[src/sv/calclk_pkg.sv]
`timescale 1ns / 1ps
// ----------------------------------------------------------------------------
// Calendar clock package
// Shared types and constants for the calendar clock counter: item and
// result payloads, configuration and calendar state, register indexes.
// ----------------------------------------------------------------------------
package calclk_pkg;

    typedef enum logic {
        CMD_TICK = 1'b0,
        CMD_LOAD = 1'b1
    } t_cmd;

    typedef logic [7:0] t_cfg_index;

    localparam t_cfg_index CFG_SECONDS_PER_MINUTE = 8'd0;
    localparam t_cfg_index CFG_LONG_MONTH_DAYS    = 8'd1;
    localparam t_cfg_index CFG_MEDIUM_MONTH_DAYS  = 8'd2;
    localparam t_cfg_index CFG_SHORT_MONTH_DAYS   = 8'd3;

    localparam logic [7:0] SPM_RESET    = 8'd60;
    localparam logic [7:0] LONG_RESET   = 8'd31;
    localparam logic [7:0] MEDIUM_RESET = 8'd30;
    localparam logic [7:0] SHORT_RESET  = 8'd28;

    localparam logic [15:0] YEAR_RESET   = 16'd2020;
    localparam logic [7:0]  HOUR_WRAPPED = 8'hFF;
    localparam logic [15:0] FRAC_MAX     = 16'hFFFF;

    localparam logic [7:0] MON_JAN = 8'd0;
    localparam logic [7:0] MON_FEB = 8'd1;
    localparam logic [7:0] MON_MAR = 8'd2;
    localparam logic [7:0] MON_APR = 8'd3;
    localparam logic [7:0] MON_MAY = 8'd4;
    localparam logic [7:0] MON_JUN = 8'd5;
    localparam logic [7:0] MON_JUL = 8'd6;
    localparam logic [7:0] MON_AUG = 8'd7;
    localparam logic [7:0] MON_SEP = 8'd8;
    localparam logic [7:0] MON_OCT = 8'd9;
    localparam logic [7:0] MON_NOV = 8'd10;
    localparam logic [7:0] MON_DEC = 8'd11;

    typedef struct packed {
        t_cmd        command;
        logic [7:0]  elapsed_seconds;
        logic [7:0]  load_minute;
        logic [7:0]  load_hour;
        logic [7:0]  load_day;
        logic [7:0]  load_month;
        logic [15:0] load_year;
    } t_calclk_in;

    typedef struct packed {
        logic [7:0]  minute_out;
        logic [7:0]  hour_out;
        logic [7:0]  day_out;
        logic [7:0]  month_out;
        logic [15:0] year_out;
        logic [31:0] total_seconds_out;
        logic [15:0] day_fraction;
    } t_calclk_out;

    typedef struct packed {
        logic [7:0] seconds_per_minute;
        logic [7:0] long_month_days;
        logic [7:0] medium_month_days;
        logic [7:0] short_month_days;
    } t_calclk_cfg;

    // Pending seconds always stay below seconds_per_minute, so 8 bits hold them.
    typedef struct packed {
        logic [7:0]  minute;
        logic [7:0]  hour;
        logic [7:0]  day;
        logic [7:0]  month;
        logic [15:0] year;
        logic [7:0]  pending;
        logic [31:0] total;
    } t_calclk_state;

endpackage

[src/sv/calclk_cfg.sv]
`timescale 1ns / 1ps
// ----------------------------------------------------------------------------
// Calendar clock configuration registers
// Holds the four configuration registers and decodes writes by index.
// ----------------------------------------------------------------------------
module calclk_cfg (
    input  logic                    i_clk,
    input  logic                    i_rst_n,
    input  logic                    i_cfg_valid,
    output logic                    o_cfg_ready,
    input  calclk_pkg::t_cfg_index  i_cfg_index,
    input  logic [7:0]              i_cfg_data,
    output calclk_pkg::t_calclk_cfg o_cfg
);

    calclk_pkg::t_calclk_cfg r_cfg;
    calclk_pkg::t_calclk_cfg n_cfg;

    assign o_cfg_ready = 1'b1;
    assign o_cfg       = r_cfg;

    always_comb begin
        n_cfg = r_cfg;
        if (i_cfg_valid) begin
            unique case (i_cfg_index)
                calclk_pkg::CFG_SECONDS_PER_MINUTE: n_cfg.seconds_per_minute = i_cfg_data;
                calclk_pkg::CFG_LONG_MONTH_DAYS:    n_cfg.long_month_days    = i_cfg_data;
                calclk_pkg::CFG_MEDIUM_MONTH_DAYS:  n_cfg.medium_month_days  = i_cfg_data;
                calclk_pkg::CFG_SHORT_MONTH_DAYS:   n_cfg.short_month_days   = i_cfg_data;
                default: ;
            endcase
        end
    end

    always_ff @(posedge i_clk) begin
        if (!i_rst_n) begin
            r_cfg.seconds_per_minute <= calclk_pkg::SPM_RESET;
            r_cfg.long_month_days    <= calclk_pkg::LONG_RESET;
            r_cfg.medium_month_days  <= calclk_pkg::MEDIUM_RESET;
            r_cfg.short_month_days   <= calclk_pkg::SHORT_RESET;
        end else begin
            r_cfg <= n_cfg;
        end
    end

endmodule

[src/sv/calclk_step.sv]
`timescale 1ns / 1ps
// ----------------------------------------------------------------------------
// Calendar clock step logic
// Next calendar state for one item: load preset, or tick with hour
// normalisation and the minute, hour, day, month and year carries.
// ----------------------------------------------------------------------------
module calclk_step #(
    parameter int unsigned MINUTES_PER_HOUR = 60,
    parameter int unsigned HOURS_PER_DAY    = 24
) (
    input  calclk_pkg::t_calclk_cfg   i_cfg,
    input  calclk_pkg::t_calclk_state i_state,
    input  calclk_pkg::t_calclk_in    i_item,
    output calclk_pkg::t_calclk_state o_next,
    output logic                      o_frac_update
);

    localparam logic [7:0] MPH      = 8'(MINUTES_PER_HOUR);
    localparam logic [7:0] HPD      = 8'(HOURS_PER_DAY);
    localparam logic [7:0] HOUR_TOP = 8'(HOURS_PER_DAY - 1);

    logic [7:0] hour_norm;
    logic [8:0] pend_sum;
    logic [7:0] minute_inc;
    logic [7:0] hour_inc;
    logic [7:0] day_inc;
    logic [8:0] feb_limit;

    always_comb begin
        o_next        = i_state;
        o_frac_update = 1'b0;
        hour_norm     = i_state.hour;
        pend_sum      = {1'b0, i_state.pending} + {1'b0, i_item.elapsed_seconds};
        minute_inc    = i_state.minute + 8'd1;
        hour_inc      = '0;
        day_inc       = i_state.day + 8'd1;
        feb_limit     = {1'b0, i_cfg.short_month_days}
                        + {8'd0, (i_state.year[1:0] == 2'b00)};

        if (i_item.command == calclk_pkg::CMD_LOAD) begin
            o_next.minute  = i_item.load_minute;
            o_next.hour    = i_item.load_hour;
            o_next.day     = i_item.load_day;
            o_next.month   = i_item.load_month;
            o_next.year    = i_item.load_year;
            o_next.pending = '0;
            o_frac_update  = 1'b1;
        end else begin
            if (i_state.hour == calclk_pkg::HOUR_WRAPPED) begin
                hour_norm = HOUR_TOP;
            end else if (i_state.hour >= HPD) begin
                hour_norm = '0;
            end
            hour_inc    = hour_norm + 8'd1;
            o_next.hour = hour_norm;

            if (pend_sum >= {1'b0, i_cfg.seconds_per_minute}) begin
                o_frac_update  = 1'b1;
                o_next.total   = i_state.total + 32'(pend_sum);
                o_next.pending = '0;
                if (minute_inc >= MPH) begin
                    o_next.minute = '0;
                    if (hour_inc >= HPD) begin
                        o_next.hour = '0;
                        o_next.day  = day_inc;
                        // Months outside the year only let the day count run on.
                        case (i_state.month) inside
                            calclk_pkg::MON_JAN, calclk_pkg::MON_MAR, calclk_pkg::MON_MAY,
                            calclk_pkg::MON_JUL, calclk_pkg::MON_AUG, calclk_pkg::MON_OCT,
                            calclk_pkg::MON_DEC: begin
                                if (day_inc >= i_cfg.long_month_days) begin
                                    o_next.day = '0;
                                    if (i_state.month == calclk_pkg::MON_DEC) begin
                                        o_next.month = calclk_pkg::MON_JAN;
                                        o_next.year  = i_state.year + 16'd1;
                                    end else begin
                                        o_next.month = i_state.month + 8'd1;
                                    end
                                end
                            end
                            calclk_pkg::MON_APR, calclk_pkg::MON_JUN, calclk_pkg::MON_SEP,
                            calclk_pkg::MON_NOV: begin
                                if (day_inc >= i_cfg.medium_month_days) begin
                                    o_next.day   = '0;
                                    o_next.month = i_state.month + 8'd1;
                                end
                            end
                            calclk_pkg::MON_FEB: begin
                                if ({1'b0, day_inc} >= feb_limit) begin
                                    o_next.day   = '0;
                                    o_next.month = i_state.month + 8'd1;
                                end
                            end
                            default: ;
                        endcase
                    end else begin
                        o_next.hour = hour_inc;
                    end
                end else begin
                    o_next.minute = minute_inc;
                end
            end else begin
                // The sum stays below seconds_per_minute here, so it fits 8 bits.
                o_next.pending = pend_sum[7:0];
            end
        end
    end

endmodule

[src/sv/calclk_frac.sv]
`timescale 1ns / 1ps
// ----------------------------------------------------------------------------
// Calendar clock day fraction
// Time of day as unsigned Q0.16, floor(position * 65536 / minutes per day),
// saturated at all ones. The division is an exact reciprocal multiply.
// ----------------------------------------------------------------------------
module calclk_frac #(
    parameter int unsigned MINUTES_PER_HOUR = 60,
    parameter int unsigned HOURS_PER_DAY    = 24
) (
    input  logic [7:0]  i_minute,
    input  logic [7:0]  i_hour,
    output logic [15:0] o_fraction
);

    localparam int unsigned SPAN    = MINUTES_PER_HOUR * HOURS_PER_DAY;
    localparam int unsigned SHIFT_L = $clog2(SPAN);
    // Rounded-up reciprocal of the span scaled by 2^(32 + SHIFT_L); exact for
    // every 32-bit numerator because 2^SHIFT_L is at least the span.
    localparam logic [63:0] MAGIC_FULL =
        ((64'd1 << (32 + SHIFT_L)) + 64'(SPAN) - 64'd1) / 64'(SPAN);
    localparam int unsigned MW = 34;
    localparam logic [MW-1:0] MAGIC = MAGIC_FULL[MW-1:0];
    localparam logic [15:0] SPAN16 = 16'(SPAN);

    logic [15:0]      pos;
    logic [16+MW-1:0] prod;

    assign pos  = {8'd0, i_hour} * 16'(MINUTES_PER_HOUR) + {8'd0, i_minute};
    assign prod = {{MW{1'b0}}, pos} * {16'd0, MAGIC};

    // The quotient fits 16 bits exactly when the position is below the span.
    assign o_fraction = (pos >= SPAN16) ? calclk_pkg::FRAC_MAX
                                        : prod[16 + SHIFT_L +: 16];

endmodule

[src/sv/calendar_clock_counter.sv]
`timescale 1ns / 1ps
// ----------------------------------------------------------------------------
// Calendar clock counter
// Minute, hour, day, month and year counter driven by elapsed-second
// ticks, with a load command, total seconds and a Q0.16 day fraction.
//
//   Channel  Direction  Handshake                  Payload
//   in       input      i_in_valid / o_in_ready    i_in_data  (t_calclk_in)
//   out      output     o_out_valid / i_out_ready  o_out_data (t_calclk_out)
//   cfg      input      i_cfg_valid / o_cfg_ready  i_cfg_index, i_cfg_data
//
// One item per cycle when not stalled; each result appears in the cycle after
// its item is accepted. The whole update is one combinational pass from the
// state registers into the result register, with one reciprocal multiply for
// the fraction. Reset is synchronous and restores the calendar and registers.
// o_in_ready is high while the result register is empty or being taken.
// ----------------------------------------------------------------------------
module calendar_clock_counter #(
    parameter int unsigned MINUTES_PER_HOUR = 60,
    parameter int unsigned HOURS_PER_DAY    = 24
) (
    input  logic                    i_clk,
    input  logic                    i_rst_n,
    input  logic                    i_in_valid,
    output logic                    o_in_ready,
    input  calclk_pkg::t_calclk_in  i_in_data,
    output logic                    o_out_valid,
    input  logic                    i_out_ready,
    output calclk_pkg::t_calclk_out o_out_data,
    input  logic                    i_cfg_valid,
    output logic                    o_cfg_ready,
    input  calclk_pkg::t_cfg_index  i_cfg_index,
    input  logic [7:0]              i_cfg_data
);

    calclk_pkg::t_calclk_cfg   cfg;
    calclk_pkg::t_calclk_state r_state;
    calclk_pkg::t_calclk_state n_state;
    logic [15:0]               r_frac;
    logic [15:0]               n_frac;
    logic [15:0]               frac_calc;
    logic                      frac_update;
    logic                      in_fire;
    logic                      r_out_valid;
    logic                      n_out_valid;
    calclk_pkg::t_calclk_out   r_out;

    calclk_cfg u_cfg (
        .i_clk       (i_clk),
        .i_rst_n     (i_rst_n),
        .i_cfg_valid (i_cfg_valid),
        .o_cfg_ready (o_cfg_ready),
        .i_cfg_index (i_cfg_index),
        .i_cfg_data  (i_cfg_data),
        .o_cfg       (cfg)
    );

    calclk_step #(
        .MINUTES_PER_HOUR (MINUTES_PER_HOUR),
        .HOURS_PER_DAY    (HOURS_PER_DAY)
    ) u_step (
        .i_cfg         (cfg),
        .i_state       (r_state),
        .i_item        (i_in_data),
        .o_next        (n_state),
        .o_frac_update (frac_update)
    );

    calclk_frac #(
        .MINUTES_PER_HOUR (MINUTES_PER_HOUR),
        .HOURS_PER_DAY    (HOURS_PER_DAY)
    ) u_frac (
        .i_minute   (n_state.minute),
        .i_hour     (n_state.hour),
        .o_fraction (frac_calc)
    );

    assign o_in_ready  = !r_out_valid || i_out_ready;
    assign in_fire     = i_in_valid && o_in_ready;
    assign n_frac      = frac_update ? frac_calc : r_frac;
    assign n_out_valid = in_fire || (r_out_valid && !i_out_ready);

    assign o_out_valid = r_out_valid;
    assign o_out_data  = r_out;

    always_ff @(posedge i_clk) begin
        if (!i_rst_n) begin
            r_state.minute  <= '0;
            r_state.hour    <= '0;
            r_state.day     <= '0;
            r_state.month   <= calclk_pkg::MON_JAN;
            r_state.year    <= calclk_pkg::YEAR_RESET;
            r_state.pending <= '0;
            r_state.total   <= '0;
            r_frac          <= '0;
            r_out_valid     <= 1'b0;
        end else begin
            r_out_valid <= n_out_valid;
            if (in_fire) begin
                r_state <= n_state;
                r_frac  <= n_frac;
            end
        end
    end

    // The result register carries payload only and needs no reset.
    always_ff @(posedge i_clk) begin
        if (in_fire) begin
            r_out.minute_out        <= n_state.minute;
            r_out.hour_out          <= n_state.hour;
            r_out.day_out           <= n_state.day;
            r_out.month_out         <= n_state.month;
            r_out.year_out          <= n_state.year;
            r_out.total_seconds_out <= n_state.total;
            r_out.day_fraction      <= n_frac;
        end
    end

endmodule
[config.mk]
export PLATFORM = sky130hd
export DESIGN_NAME = calendar_clock_counter
export DESIGN_NICKNAME = d
export VERILOG_FILES = /design/src/sv/calclk_pkg.sv /design/src/sv/calclk_cfg.sv /design/src/sv/calclk_step.sv /design/src/sv/calclk_frac.sv /design/src/sv/calendar_clock_counter.sv
export SDC_FILE = /design/constraint.sdc
export NUM_CORES = 1
export LEC_CHECK = 0
export BUFFER_PORTS_ARGS = -buffer_cell sky130_fd_sc_hd__clkbuf_2
export CORE_MARGIN = 3
export CORE_UTILIZATION = 55
export DETAILED_ROUTE_END_ITERATION = 8
export PLACE_DENSITY_LB_ADDON = 0.25
export SETUP_SLACK_MARGIN = 0.02
export SKIP_LAST_GASP = 1
export SLEW_MARGIN = 20
export SYNTH_ARGS = -nofsm -noshare
export SYNTH_HDL_FRONTEND = slang
export SYNTH_HIERARCHICAL = 1
export SYNTH_SLANG_ARGS = --single-unit
[constraint.sdc]
create_clock -name i_clk -period 14.4 [get_ports i_clk]
set_input_delay 0.72 -clock i_clk [delete_from_list [all_inputs] [get_ports i_clk]]
set_output_delay 0.72 -clock i_clk [all_outputs]
set_load 0.01 [all_outputs]
==> flow_summary.json <==
{
  "antenna_left": 0,
  "cp_num_buf_inv": 8,
  "startpoint_type": "flop",
  "timing.rr.start": "r_state[32]",
  "vias_per_cell": 5.61,
  "drt_iter0_markers": 928,
  "synth-edff-count": 96,
  "period_needed_ns": 13.33,
  "fillers": 2822,
  "rrSetupSlack_ns": 1.07,
  "grt_pass1_vias": 14700,
  "pin_count": 177,
  "worstPathRequired_ns": 14.87,
  "gp_congestion": 0.950,
  "core_um2": 33800,
  "drcViolationCount": 0,
  "drtPass1Iterations": 7,
  "synth_fp_nets": 2397,
  "endpoint_kind": "flop",
  "fin_skew_ns": 0.0345,
  "ys_seq_area_share_pct": 29.6,
  "fmax_mhz": 75.0,
  "overflow": 0,
  "fp-row-count": 67,
  "critical_path_class": "reg -> reg",
  "dpl.cell_count": 2565,
  "post-cts-setup-buffer-count": 0,
  "nNetsFinal": 2536,
  "avgSynthCellArea_um2": 9.48,
  "rsz0062_at_grt": "false",
  "drt-total-wl_um": 45800,
  "grt.total_usage_pct": 24.9,
  "cp_common_cell": "fa_1",
  "cp.depth": 50,
  "ctsResizeCount": 0,
  "holdPathStages": 3,
  "crit_family": "adder cells",
  "ys_async_sr_fraction_pct": 0,
  "min_to": "u_cfg/o_cfg[16]",
  "clk_pin_slew_worst_paths_ns": 0.06,
  "dieHeight_um": 192,
  "die_area_um2": 36900,
  "maxCapViolations": 0,
  "synthCells": 2007,
  "vias": 14700,
  "max_stage_delay_ns": 0.58,
  "period_share_pct": 92.6,
  "setup_tns_ns": 0,
  "start_util_pct": 56.3,
  "critPathMaxFanout": 8,
  "clk_path_buf_depth": 3,
  "h-tree-depth": 1,
  "cts_buffers": 27,
  "synth_warnings": 6,
  "reg2reg_to": "r_frac[8]",
  "layout.cells.non_filler": 2618,
  "min_path_type": "in -> reg",
  "slew_viol_final": 0,
  "cts_root_buf": "clkbuf_16",
  "synth_flop_cell": "dfxtp_1",
  "setup_violations": 0,
  "grt_max_degree": 127,
  "max_slew_margin_pct": 34.1,
  "port_buffers": 175,
  "netlist_area_um2": 19000,
  "final_hold_viol_count": 0,
  "hold_buffers": 0,
  "wl_per_cell_um": 17.5,
  "slowest_stage": "fa_1",
  "cts_sinks": 233,
  "antenna_found_initial": 3,
  "area_growth_pct": 10.3,
  "dpl.hpwl_um": 35700,
  "clk_latency_ns": 0.55,
  "ys_ff_latch": 233,
  "die_x_um": 192,
  "outcome": "finished, final reports clean",
  "drive_above_1_share_pct": 13.8,
  "hold_path_startpoint": "i_cfg_data[0]",
  "holdWs_ns": 0.444,
  "synth_cell_types": 92,
  "worstPathArrival_ns": 13.80,
  "r2r_cells": 50,
  "grt_pass1_wl_um": 74200,
  "worstMarginPinSlew_ns": 0.989,
  "cts_tree": "built"
}
==> logic make-up (layout without fill, tap and decap cells) <==
| kind of cell | Yosys count | count (layout) | synth area share, % |
|---|---|---|---|
| AOI/OAI and AO/OA | 309 | 309 | 10.9 |
| xor gates and xnor gates | 87 | 87 | 4.12 |
| DFF | 233 | 233 | 29.6 |
| adders and majority gates | 312 | 312 | 24.8 |
| and+or+nand+nor | 583 | 583 | 15.1 |
| buffers and inverters | 338 | 498 | 7.56 |
| other | 1 | 4 | 0.0197 |
| muxes | 144 | 144 | 7.95 |
==> stage by stage <==
stage	setup WS, ns	util (%)	cell area [um2]
2_1_floorplan	2.22	-	19000
6_report	1.07	62.1	21000
5_1_grt	0.113	62.1	21000
3_5_place_dp	0.780	59.5	20100
4_1_cts	1.19	62.1	21000
3_3_place_gp	1.16	59.5	20100
==> cell type report <==
type | count | area [um2] | share of cell area [%]
Antenna cell | 3 | 7.51 | 0.0358
Tap cell | 448 | 561 | 2.67
Sequential cell | 233 | 5630 | 26.8
Inverter | 265 | 1000 | 4.79
Timing Repair Buffer | 183 | 945 | 4.50
Clock buffer | 31 | 722 | 3.44
Clock inverter | 19 | 164 | 0.781
Multi-Input combinational cell | 1436 | 12000 | 57.0
==> cells in the mapped netlist (4+ instances only) <==
cell | instances | share of area (%)
nand2_1 | 298 | 5.9
inv_1 | 261 | 5.1
ha_1 | 204 | 13
dfxtp_1 | 137 | 14
mux2i_1 | 117 | 6.2
fa_1 | 108 | 11
edfxtp_1 | 96 | 15
a21oi_1 | 75 | 2.0
o21ai_0 | 69 | 1.8
xnor2_1 | 64 | 2.9
nor2_1 | 57 | 1.1
nand3_1 | 45 | 1.2
clkbuf_1 | 37 | 0.73
nor2b_1 | 34 | 1.1
and3_1 | 26 | 0.85
nand4_1 | 25 | 0.82
a21o_1 | 21 | 0.83
xor2_1 | 21 | 0.97
a211oi_1 | 18 | 0.71
mux2_2 | 17 | 1.0
a32o_1 | 16 | 0.84
nor3_1 | 15 | 0.39
o21ai_1 | 15 | 0.39
buf_2 | 14 | 0.37
buf_6 | 14 | 0.83
a211o_1 | 12 | 0.55
nand2b_1 | 11 | 0.36
mux2_4 | 10 | 0.79
nor3b_1 | 10 | 0.39
nor4_1 | 10 | 0.33
o21a_1 | 10 | 0.39
a31oi_1 | 9 | 0.30
and2_1 | 9 | 0.30
o21bai_1 | 7 | 0.28
or3_1 | 7 | 0.23
a221oi_1 | 5 | 0.23
o31ai_1 | 5 | 0.20
or2_2 | 5 | 0.16
a22oi_1 | 4 | 0.16
buf_4 | 4 | 0.16
nor4_2 | 4 | 0.26
o2111ai_1 | 4 | 0.18
o211ai_1 | 4 | 0.16
o311ai_0 | 4 | 0.18
==> tightest hold or removal path: stages <==
cell      delay, ns
clkbuf_2       0.09
nor2b_1        0.04
mux2i_1        0.11
==> routing by layer <==
| metal | share of wire, % | wire, um | global-route usage, % |
|---|---|---|---|
| met5 | 0.020 | 9 | 0 |
| met4 | 2.2 | 1020 | 6.39 |
| met3 | 6.1 | 2820 | 3.92 |
| met2 | 48 | 21800 | 42.2 |
| met1 | 44 | 20100 | 33.4 |
==> worst max path at each step <==
| stage | endpoint | from |
|---|---|---|
| 2_1_floorplan | r_frac[8] | i_in_data[48] |
| 3_3_place_gp | r_frac[7] | i_in_data[48] |
| 3_5_place_dp | r_frac[8] | i_in_data[48] |
| 4_1_cts | r_frac[7] | r_state[32] |
| 5_1_grt | r_frac[7] | r_state[32] |
| 6_report | r_frac[8] | r_state[32] |
==> placed cells by master (no fill, tap or decap), types with 28 or more instances in the layout <==
cell type / count
nand3_1: 45
nor2b_1: 34
nor2_1: 57
dfxtp_1: 137
a21oi_1: 75
ha_1: 204
nand2_1: 298
clkbuf_16: 28
clkbuf_2: 173
o21ai_0: 69
fa_1: 108
mux2i_1: 117
inv_1: 261
xnor2_1: 64
edfxtp_1: 96
==> registers in the layout, summed over array words and instances, names as in the netlist <==
register,cells
o_out_data,96
r_state,88
u_cfg/o_cfg,32
r_frac,16
o_out_valid,1
Power is not shown: default switching activity piles up to over one toggle a cycle in this logic, so the estimate is an artifact.
